$ cat src/lmps_pkg.sv
`default_nettype none

package lmps_pkg;

  // matrix geometry
  localparam int ROW_COUNT   = 8;
  localparam int LEVEL_COUNT = 15;
  localparam int ROW_W       = (ROW_COUNT > 1) ? $clog2(ROW_COUNT) : 1;

  // two slots per row: one displayed, one holding the newest shadow word
  localparam int SLOT_AW     = ROW_W + 1;
  localparam int SLOT_DEPTH  = 2 ** SLOT_AW;

  // pixel word layout
  localparam int WORD_W      = 32;
  localparam int NIB_W       = 4;
  localparam int COL_COUNT   = 8;
  localparam int SUB_W       = 4;
  localparam int SEL_W       = 3;

  // result queue
  localparam int QUEUE_DEPTH = 3;
  localparam int QPTR_W      = $clog2(QUEUE_DEPTH);
  localparam int QCNT_W      = $clog2(QUEUE_DEPTH + 1);

  // command codes
  localparam logic [1:0] CMD_TICK    = 2'd0;
  localparam logic [1:0] CMD_WRITE   = 2'd1;
  localparam logic [1:0] CMD_PRESENT = 2'd2;

  // one result word
  typedef struct packed {
    logic [SEL_W-1:0]     row_select;
    logic [COL_COUNT-1:0] column_drive;
  } out_word_t;

  // column bit b lit when nibble b exceeds the subframe level
  function automatic logic [COL_COUNT-1:0] column_byte(input logic [WORD_W-1:0] word,
                                                       input logic [SUB_W-1:0]  level);
    logic [COL_COUNT-1:0] bits;
    bits = '0;
    for (int b = 0; b < COL_COUNT; b++) begin
      bits[b] = (word[NIB_W*b +: NIB_W] > level);
    end
    return bits;
  endfunction

endpackage

`default_nettype wire

$ cat src/lmps_ram.sv
`default_nettype none

module lmps_ram #(
  parameter int WIDTH = 32,
  parameter int DEPTH = 16
) (
  input  wire logic                     clk,
  input  wire logic                     wr_en,
  input  wire logic [$clog2(DEPTH)-1:0] wr_addr,
  input  wire logic [WIDTH-1:0]         wr_data,
  input  wire logic                     rd_en,
  input  wire logic [$clog2(DEPTH)-1:0] rd_addr,
  output logic      [WIDTH-1:0]         rd_data
);

  logic [WIDTH-1:0] mem [DEPTH];

  // single write port
  always_ff @(posedge clk) begin
    if (wr_en) begin
      mem[wr_addr] <= wr_data;
    end
  end

  // registered read, held while idle
  always_ff @(posedge clk) begin
    if (rd_en) begin
      rd_data <= mem[rd_addr];
    end
  end

endmodule

`default_nettype wire

$ cat src/lmps_outq.sv
`default_nettype none

module lmps_outq (
  input  wire logic                      clk,
  input  wire logic                      rst_n,
  input  wire logic                      push_valid,
  input  wire lmps_pkg::out_word_t       push_word,
  input  wire logic                      out_stall,
  output logic                           out_valid,
  output lmps_pkg::out_word_t            out_word,
  output logic                           pop,
  output logic [lmps_pkg::QCNT_W-1:0]    count
);

  import lmps_pkg::*;

  out_word_t         entry_r [QUEUE_DEPTH];
  logic [QPTR_W-1:0] wr_ptr_r, wr_ptr_nxt;
  logic [QPTR_W-1:0] rd_ptr_r, rd_ptr_nxt;
  logic [QCNT_W-1:0] count_r, count_nxt;

  // head of queue drives the result port
  assign out_valid = (count_r != '0);
  assign out_word  = entry_r[rd_ptr_r];
  assign pop       = out_valid && !out_stall;
  assign count     = count_r;

  // pointer wrap and occupancy
  always_comb begin
    wr_ptr_nxt = wr_ptr_r;
    rd_ptr_nxt = rd_ptr_r;
    count_nxt  = count_r;
    if (push_valid) begin
      wr_ptr_nxt = (wr_ptr_r == QPTR_W'(QUEUE_DEPTH - 1)) ? '0 : wr_ptr_r + 1'b1;
    end
    if (pop) begin
      rd_ptr_nxt = (rd_ptr_r == QPTR_W'(QUEUE_DEPTH - 1)) ? '0 : rd_ptr_r + 1'b1;
    end
    if (push_valid && !pop) begin
      count_nxt = count_r + 1'b1;
    end else if (pop && !push_valid) begin
      count_nxt = count_r - 1'b1;
    end
  end

  always_ff @(posedge clk) begin
    if (!rst_n) begin
      wr_ptr_r <= '0;
      rd_ptr_r <= '0;
      count_r  <= '0;
    end else begin
      wr_ptr_r <= wr_ptr_nxt;
      rd_ptr_r <= rd_ptr_nxt;
      count_r  <= count_nxt;
    end
  end

  // entry storage
  always_ff @(posedge clk) begin
    if (push_valid) begin
      entry_r[wr_ptr_r] <= push_word;
    end
  end

endmodule

`default_nettype wire

$ cat src/led_matrix_pwm_scanner.sv
`default_nettype none

// channel  | handshake          | fields
// in       | in_valid/in_stall  | in_command, in_row_index, in_row_pixels
// out      | out_valid/out_stall| out_row_select, out_column_drive
//
// one word accepted per cycle while in_stall is low; a scan tick's result passes a registered
// pixel memory read, then a column compare into a three-word result queue
// in_stall rises only while three tick results are in flight or queued
// out_stall holds the queue head; write and present words keep flowing until full
// synchronous active-low reset blanks the display: row slots read as zero until written
// no clearing pass after reset

module led_matrix_pwm_scanner (
  input  wire logic        clk,
  input  wire logic        rst_n,
  input  wire logic        in_valid,
  output logic             in_stall,
  input  wire logic [1:0]  in_command,
  input  wire logic [2:0]  in_row_index,
  input  wire logic [31:0] in_row_pixels,
  output logic             out_valid,
  input  wire logic        out_stall,
  output logic [2:0]       out_row_select,
  output logic [7:0]       out_column_drive
);

  import lmps_pkg::*;

  logic                  in_acc, tick_acc, wr_acc, pres_acc;
  logic [ROW_W-1:0]      wr_row;
  logic                  at_start, do_copy;
  logic [ROW_COUNT-1:0]  disp_sel_r, disp_sel_nxt;
  logic [ROW_COUNT-1:0]  shad_sel_r, shad_sel_nxt;
  logic [SLOT_DEPTH-1:0] slot_valid_r, slot_valid_nxt;
  logic                  pending_r, pending_nxt;
  logic [ROW_W-1:0]      scan_row_r, scan_row_nxt;
  logic [SUB_W-1:0]      sub_r, sub_nxt;
  logic                  rd_slot, wr_slot;
  logic [SLOT_AW-1:0]    rd_addr, wr_addr;
  logic [WORD_W-1:0]     rd_data;
  logic                  s1_v_r;
  logic [SEL_W-1:0]      s1_row_r;
  logic [SUB_W-1:0]      s1_sub_r;
  logic                  s1_ok_r;
  out_word_t             push_word, head_word;
  logic                  out_pop;
  logic [QCNT_W-1:0]     q_count;
  logic [QCNT_W:0]       in_flight;

  // input decode
  assign in_acc   = in_valid && !in_stall;
  assign tick_acc = in_acc && (in_command == CMD_TICK);
  assign pres_acc = in_acc && (in_command == CMD_PRESENT);
  assign wr_acc   = in_acc && (in_command == CMD_WRITE) && (int'(in_row_index) < ROW_COUNT);
  assign wr_row   = ROW_W'(in_row_index);

  // present takes effect at a scan-start tick by copying each row's shadow slot choice to its displayed slot
  assign at_start = (scan_row_r == '0) && (sub_r == '0);
  assign do_copy  = tick_acc && at_start && pending_r;
  assign disp_sel_nxt = do_copy ? shad_sel_r : disp_sel_r;

  // display read address
  assign rd_slot = disp_sel_nxt[scan_row_r];
  assign rd_addr = {rd_slot, scan_row_r};

  // shadow write goes to the slot not on display
  assign wr_slot = (shad_sel_r[wr_row] == disp_sel_r[wr_row]) ? !disp_sel_r[wr_row]
                                                              : shad_sel_r[wr_row];
  assign wr_addr = {wr_slot, wr_row};

  always_comb begin
    shad_sel_nxt   = shad_sel_r;
    slot_valid_nxt = slot_valid_r;
    if (wr_acc) begin
      shad_sel_nxt[wr_row]    = wr_slot;
      slot_valid_nxt[wr_addr] = 1'b1;
    end
  end

  always_comb begin
    pending_nxt = pending_r;
    if (pres_acc) begin
      pending_nxt = 1'b1;
    end else if (do_copy) begin
      pending_nxt = 1'b0;
    end
  end

  // row then subframe scan counters
  always_comb begin
    scan_row_nxt = scan_row_r;
    sub_nxt      = sub_r;
    if (tick_acc) begin
      if (scan_row_r == ROW_W'(ROW_COUNT - 1)) begin
        scan_row_nxt = '0;
        sub_nxt      = (sub_r == SUB_W'(LEVEL_COUNT - 1)) ? '0 : sub_r + 1'b1;
      end else begin
        scan_row_nxt = scan_row_r + 1'b1;
      end
    end
  end

  always_ff @(posedge clk) begin
    if (!rst_n) begin
      disp_sel_r   <= '0;
      shad_sel_r   <= '0;
      slot_valid_r <= '0;
      pending_r    <= 1'b0;
      scan_row_r   <= '0;
      sub_r        <= '0;
      s1_v_r       <= 1'b0;
    end else begin
      disp_sel_r   <= disp_sel_nxt;
      shad_sel_r   <= shad_sel_nxt;
      slot_valid_r <= slot_valid_nxt;
      pending_r    <= pending_nxt;
      scan_row_r   <= scan_row_nxt;
      sub_r        <= sub_nxt;
      s1_v_r       <= tick_acc;
    end
  end

  // read stage payload
  always_ff @(posedge clk) begin
    if (tick_acc) begin
      s1_row_r <= SEL_W'(scan_row_r);
      s1_sub_r <= sub_r;
      s1_ok_r  <= slot_valid_r[rd_addr];
    end
  end

  // pixel memory, both slots of every row
  lmps_ram #(
    .WIDTH (WORD_W),
    .DEPTH (SLOT_DEPTH)
  ) u_pixel_ram (
    .clk     (clk),
    .wr_en   (wr_acc),
    .wr_addr (wr_addr),
    .wr_data (in_row_pixels),
    .rd_en   (tick_acc),
    .rd_addr (rd_addr),
    .rd_data (rd_data)
  );

  // column compare, unwritten slots read blank
  assign push_word.row_select   = s1_row_r;
  assign push_word.column_drive = s1_ok_r ? column_byte(rd_data, s1_sub_r) : '0;

  lmps_outq u_outq (
    .clk        (clk),
    .rst_n      (rst_n),
    .push_valid (s1_v_r),
    .push_word  (push_word),
    .out_stall  (out_stall),
    .out_valid  (out_valid),
    .out_word   (head_word),
    .pop        (out_pop),
    .count      (q_count)
  );

  assign out_row_select   = head_word.row_select;
  assign out_column_drive = head_word.column_drive;

  // credit check from registered state only
  assign in_flight = {1'b0, q_count} + {{QCNT_W{1'b0}}, s1_v_r};
  assign in_stall  = (in_flight >= (QCNT_W + 1)'(QUEUE_DEPTH));

  // every accepted tick reaches the read stage
  a_tick_reads: assert property (@(posedge clk) disable iff (!rst_n)
    tick_acc |=> s1_v_r)
    else $error("tick did not enter read stage");

  // the queue is never pushed while full and not draining
  a_queue_room: assert property (@(posedge clk) disable iff (!rst_n)
    (s1_v_r && !out_pop) |-> (q_count != QCNT_W'(QUEUE_DEPTH)))
    else $error("result queue overflow");

  // a shadow write never lands on the displayed slot
  a_write_slot: assert property (@(posedge clk) disable iff (!rst_n)
    wr_acc |-> (wr_slot != disp_sel_r[wr_row]))
    else $error("shadow write hit displayed slot");

  // present request is consumed by the copy at scan start
  a_present_done: assert property (@(posedge clk) disable iff (!rst_n)
    do_copy |=> !pending_r)
    else $error("present still pending after copy");

endmodule

`default_nettype wire
$ cat config.mk
export PLATFORM = sky130hd
export DESIGN_NAME = led_matrix_pwm_scanner
export DESIGN_NICKNAME = d
export VERILOG_FILES = /design/src/lmps_pkg.sv /design/src/lmps_ram.sv /design/src/lmps_outq.sv /design/src/led_matrix_pwm_scanner.sv
export SDC_FILE = /design/constraint.sdc
export NUM_CORES = 1
export LEC_CHECK = 0
export BUFFER_PORTS_ARGS = -buffer_cell sky130_fd_sc_hd__clkbuf_2
export CORE_ASPECT_RATIO = 0.6
export CORE_MARGIN = 3
export CORE_UTILIZATION = 51
export DETAILED_ROUTE_END_ITERATION = 16
export PLACE_DENSITY = 0.67
export SYNTH_ARGS = -nofsm -noshare
export SYNTH_HDL_FRONTEND = slang
export SYNTH_HIERARCHICAL = 1
export SYNTH_SLANG_ARGS = --single-unit
$ cat constraint.sdc
create_clock -name clk -period 13.35 [get_ports clk]
set_input_delay 1.335 -clock clk [delete_from_list [all_inputs] [get_ports clk]]
set_output_delay 1.335 -clock clk [all_outputs]
set_load 0.05 [all_outputs]
==> flow_metrics.tcl, run 1 <==
set metrics [dict create \
    grt_pass1_wl_um 78900 \
    nNetsFinal 1400 \
    netlist_area_um2 24600 \
    root_buffer "clkbuf_16" \
    ys.warnings.count 6 \
    grt_overflow 0 \
    worst_pin_slew_ns 1.13 \
    firstDrtPassIters 6 \
    gp_congestion 0.782 \
    period_share_pct 31.7 \
    power.internal_w 0.00311 \
    rsz0062_at_grt "false" \
    layout_min_cycle_time_ns 4.24 \
    pin_count 54 \
    cp.arrival_ns 4.68 \
    via_count 12189 \
    finalSetupViolations 0 \
    power_frac_clock_pct 39.6 \
    min_path_type "reg2reg" \
    drive_above_1_share_pct 24.7 \
    max_freq_mhz 236 \
    diodes 0 \
    worst-setup-path-type "reg2reg" \
    antenna_found_initial 0 \
    first_global_vias 12192 \
    tns_ns 0 \
    status "complete, no violations" \
    routed_wl_um 51800 \
    endpoint_kind "flop" \
    power_switching_w 0.000819 \
    total_power_w 0.00393 \
    clock_skew_ns 0.0192 \
    portBuffers 53 \
    wl_per_cell_um 26.0 \
    clock_sinks 634 \
    syn_avg_cell_area_um2 19.7 \
    start_kind "flop" \
    clk_pin_slew_worst_paths_ns 0.07 \
    cts_resized 0 \
    swShare_pct 20.8 \
    cts_max_level 2 \
    cts_made_buffers 55 \
    routed_via_density 6.11 \
    syn2layout_area_growth_pct 11.5 \
    chipHeight_um 176 \
    hpwl_um 29400 \
    pwr-share-comb_pct 4.3 \
    drt-initial-drc-count 1256 \
    drv_slew 0 \
    cap_violations 0 \
    relSlewSlack_pct 24.7 \
    peakVddDrop_uv 101 \
    fillerInstances 3457 \
    dieArea_um2 51000 \
    grt_max_degree 54 \
    hold_buffers 0 \
    clock_path_buffers 3 \
    post_synth_inst_count 1248 \
    hold_viol 0 \
    power_frac_seq_pct 56.1 \
    p_leak_nw 8.67 \
    synth_fp_nets 1327 \
    die_x_um 290 \
    power_density_nw_per_um2 143 \
    final_cell_mix "edfxtp_1, mux4_2, nand2_1, a22oi_1, clkbuf_16" \
    crit_required_ns 13.80 \
    cts_tree "built" \
    track_usage_pct 20.9 \
    drcViolationCount 0 \
    final_common_cell "edfxtp_1" \
    initial_core_util_pct 52.4 \
    crit_fanout 53 \
    postCtsSetupRepairBufs 0 \
    rows 61 \
    core_area_um2 47000 \
    antenna_left 0 \
    clk-insertion-delay-late_ns 0.58 \
]
[path summary, 6_finish.rpt]
path | startpoint | endpoint | slack (ns) | cells past startpoint
worst max-delay path | scan_row_r[1]$_SDFFE_PN0N_ | u_pixel_ram/rd_data[13]$_DFFE_PP_ | 9.11 | 8
worst min-delay path | slot_valid_r[15]$_SDFFE_PN0P_ | slot_valid_r[15]$_SDFFE_PN0P_ | 0.46 | 2
worst max register to register | scan_row_r[1]$_SDFFE_PN0N_ | u_pixel_ram/rd_data[13]$_DFFE_PP_ | 9.11 | 8
worst min register to register | slot_valid_r[15]$_SDFFE_PN0P_ | slot_valid_r[15]$_SDFFE_PN0P_ | 0.46 | 2
[final cells by class]
type / count / area (um2) / share of cell area, %
repair buffers: 77 / 445 / 1.62
clock inverters: 37 / 325 / 1.18
multi-input cells: 525 / 5810 / 21.2
inverters: 28 / 105 / 0.383
well taps: 630 / 788 / 2.87
clock buffers: 63 / 1430 / 5.20
flip-flops and latches: 634 / 18600 / 67.6
[registers in the layout, summed over array words and instances (netlist names), 2 cells and up, named ones only]
signal               flops
u_outq/wr_ptr_r          2
u_outq/rd_ptr_r          2
u_pixel_ram/mem        512
s1_sub_r                 4
u_pixel_ram/rd_data     32
shad_sel_r               8
u_outq/count             2
sub_r                    4
u_outq/entry_r          33
slot_valid_r            16
disp_sel_r               8
scan_row_r               3
s1_row_r                 3
[worst max-delay path, stage by stage (launching register included)]
cell and delay, ns:
dfxtp_4 0.84, buf_4 0.73, mux4_2 0.34, nor2_1 0.04, a31o_2 0.23, a21oi_1 0.51, nor2b_4 0.96, a22oi_1 0.26
nand2_1 0.13
[stage by stage]
stage	setup WS, ns	area (um2)	cells	hold slack [ns]	utilization, %
3_5_place_dp	8.64	25700	1894	0.444	54.7
6_report	9.11	27500	1994	0.457	58.4
4_1_cts	9.02	27500	1994	0.454	58.4
5_1_grt	8.81	27500	1994	0.479	58.4
3_3_place_gp	8.83	25700	1894	0.442	54.7
2_1_floorplan	8.01	24600	1248	0.407	-
[power groups by stage]
stage	Combinational [W]	Clock, W	Sequential, W
floorplan	0.000122	0	0.00223
global placement	0.000167	0	0.00225
detailed placement	0.000171	0	0.00225
CTS	0.000172	0.00159	0.00220
global route	0.000185	0.00167	0.00220
finish	0.000170	0.00156	0.00220
[routing by layer]
metal | vias up | share of wire [%] | GRT usage [%]
met3 | 81 | 8.7 | 4.43
met5 | - | 0 | 0
met1 | 6371 | 45 | 33.0
met4 | 0 | 1.8 | 4.24
met2 | 488 | 44 | 30.3
li1 | 5249 | - | -
No activity file was read; power rests on OpenSTA's default activity.
==> run 2, diff against run 1 <==
- clock period: 13.35 -> 4.45 ns (I/O delays scaled with it)
==> run 2 against run 1 <==
  * Design area is 0.20% higher
  * Routed wire length up 2.4%
  * Non-clock buffer count increased by 11
  * Critical endpoint is now u_pixel_ram/mem[11][27]$_DFFE_PP_
==> flow_metrics.tcl, run 2 (synthesis gave the netlist of run 1 again) <==
set metrics [dict create \
    status "complete, no violations" \
    hold_viol 0 \
    fin_hold_ws_ns 0.183 \
    hpwl_um 32900 \
    fin_area_um2 27500 \
    max_freq_mhz 285 \
    finalSetupViolations 0 \
    clock_skew_ns 0.0182 \
    antenna_found_initial 0 \
    start_kind "flop" \
    rows 61 \
    pin_count 54 \
    routed_via_density 6.09 \
    portBuffers 53 \
    tns_ns 0 \
    clk-insertion-delay-late_ns 0.59 \
    final_cell_mix "edfxtp_1, mux4_2, nand2_1, a22oi_1, clkbuf_16" \
    diodes 0 \
    postCtsSetupRepairBufs 0 \
    cts_resized 0 \
    hold_buffers 0 \
    track_usage_pct 21.3 \
    crit_fanout 16 \
    nNetsFinal 1410 \
    final_core_util_pct 58.5 \
    chipHeight_um 176 \
    drv_slew 0 \
    largest-register "u_pixel_ram/mem" \
    cts_made_buffers 54 \
    cp.arrival_ns 3.78 \
    die_x_um 290 \
    p_leak_nw 8.71 \
    drcViolationCount 0 \
    root_buffer "clkbuf_16" \
    syn2layout_area_growth_pct 11.7 \
    grt_max_degree 61 \
    clk_pin_slew_worst_paths_ns 0.06 \
    grt_pass1_wl_um 79200 \
    cpMaxStageDelayCell "nor2_4" \
    clock_sinks 634 \
    power_density_nw_per_um2 423 \
    initial_core_util_pct 52.4 \
    path_buf_inv 2 \
    layout_min_cycle_time_ns 3.51 \
    first_global_vias 11819 \
    worst-setup-path-type "reg2reg" \
    largest_reg_flops 512 \
    cts_max_level 2 \
    critical_path.cell_chain "ha_1 -> ha_1 -> a21o_1 -> or4b_4 -> inv_1 -> nand3b_1 -> nor2_4 -> buf_4" \
    cpMostUsedCell "ha_1" \
    dpl.cell_count 1905 \
    fin_cells 2005 \
    clock_path_buffers 3 \
    final_common_cell "edfxtp_1" \
    rsz0062_at_grt "false" \
    grt_overflow 0 \
    cts_tree "built" \
    wl_per_cell_um 26.5 \
    cap_violations 0 \
    routed_wl_um 53100 \
    drive_above_1_share_pct 24.7 \
    min_path_type "in2reg" \
    worst_pin_slew_ns 1.05 \
    reg_top3 "u_pixel_ram/mem (512), u_outq/entry_r (33), u_pixel_ram/rd_data (32)" \
    endpoint_kind "flop" \
    via_count 12211 \
    gp_congestion 0.812 \
    relSlewSlack_pct 29.6 \
    dpl_cell_area_um2 25800 \
    fillerInstances 3437 \
    drt-initial-drc-count 1296 \
    period_share_pct 78.8 \
    crit_family "simple AND/OR/NAND/NOR gates" \
    slowest_delay_ns 0.66 \
    peakVddDrop_uv 348 \
    core_area_um2 47000 \
    crit_required_ns 4.72 \
    firstDrtPassIters 5 \
    dieArea_um2 51000 \
    antenna_left 0 \
]
## run 2: changes by cell type in the layout (fill, tap and decap cells not counted), sizes merged
cell	change
clkbuf	+13
clkinvlp	-3
buf	+11
clkinv	-8
bufinv	-2
## run 2: metrics by stage
stage / total power (W) / worst slack (ns)
3_3_place_gp: 0.00727 / 0.931
6_report: 0.0116 / 0.943
2_1_floorplan: 0.00707 / 0.216
5_1_grt: 0.0120 / 0.730
3_5_place_dp: 0.00728 / 0.898
4_1_cts: 0.0118 / 0.934
## run 2: layer usage
| layer | global-route usage (%) | wire [um] |
|---|---|---|
| met2 | 30.2 | 23000 |
| met3 | 5.79 | 5350 |
| met1 | 33.5 | 23900 |
| met5 | 0 | 0 |
| met4 | 3.84 | 858 |
## run 2: worst paths after layout
check | startpoint | endpoint | slack (ns) | cells after the start
max | s1_v_r$_SDFF_PN0_ | u_pixel_ram/mem[11][27]$_DFFE_PP_ | 0.94 | 8
min | in_command[1] | pending_r$_SDFFE_PN0P_ | 0.18 | 3
max reg2reg | s1_v_r$_SDFF_PN0_ | u_pixel_ram/mem[11][27]$_DFFE_PP_ | 0.94 | 8
min reg2reg | slot_valid_r[15]$_SDFFE_PN0P_ | slot_valid_r[15]$_SDFFE_PN0P_ | 0.46 | 2
## run 2: worst min-delay path, stage by stage
cell,delay (ns)
clkbuf_2,0.12
a22oi_1,0.08
nor2_1,0.07
## run 2: final cells by class
cell class	instances	area, um2	area share, %
Sequential cell	634	18600	67.4
Multi-Input combinational cell	525	5830	21.2
Clock buffer	76	1480	5.36
Tap cell	630	788	2.87
Timing Repair Buffer	88	553	2.01
Clock inverter	24	200	0.728
Inverter	28	105	0.382
## run 2: power by group
group	switching (W)	leakage, nW	internal [W]
clock network	0.00202	0.815	0.00248
logic	0.000352	2.22	0.000190
registers	0.0000476	5.68	0.00655
total	0.00242	8.71	0.00923
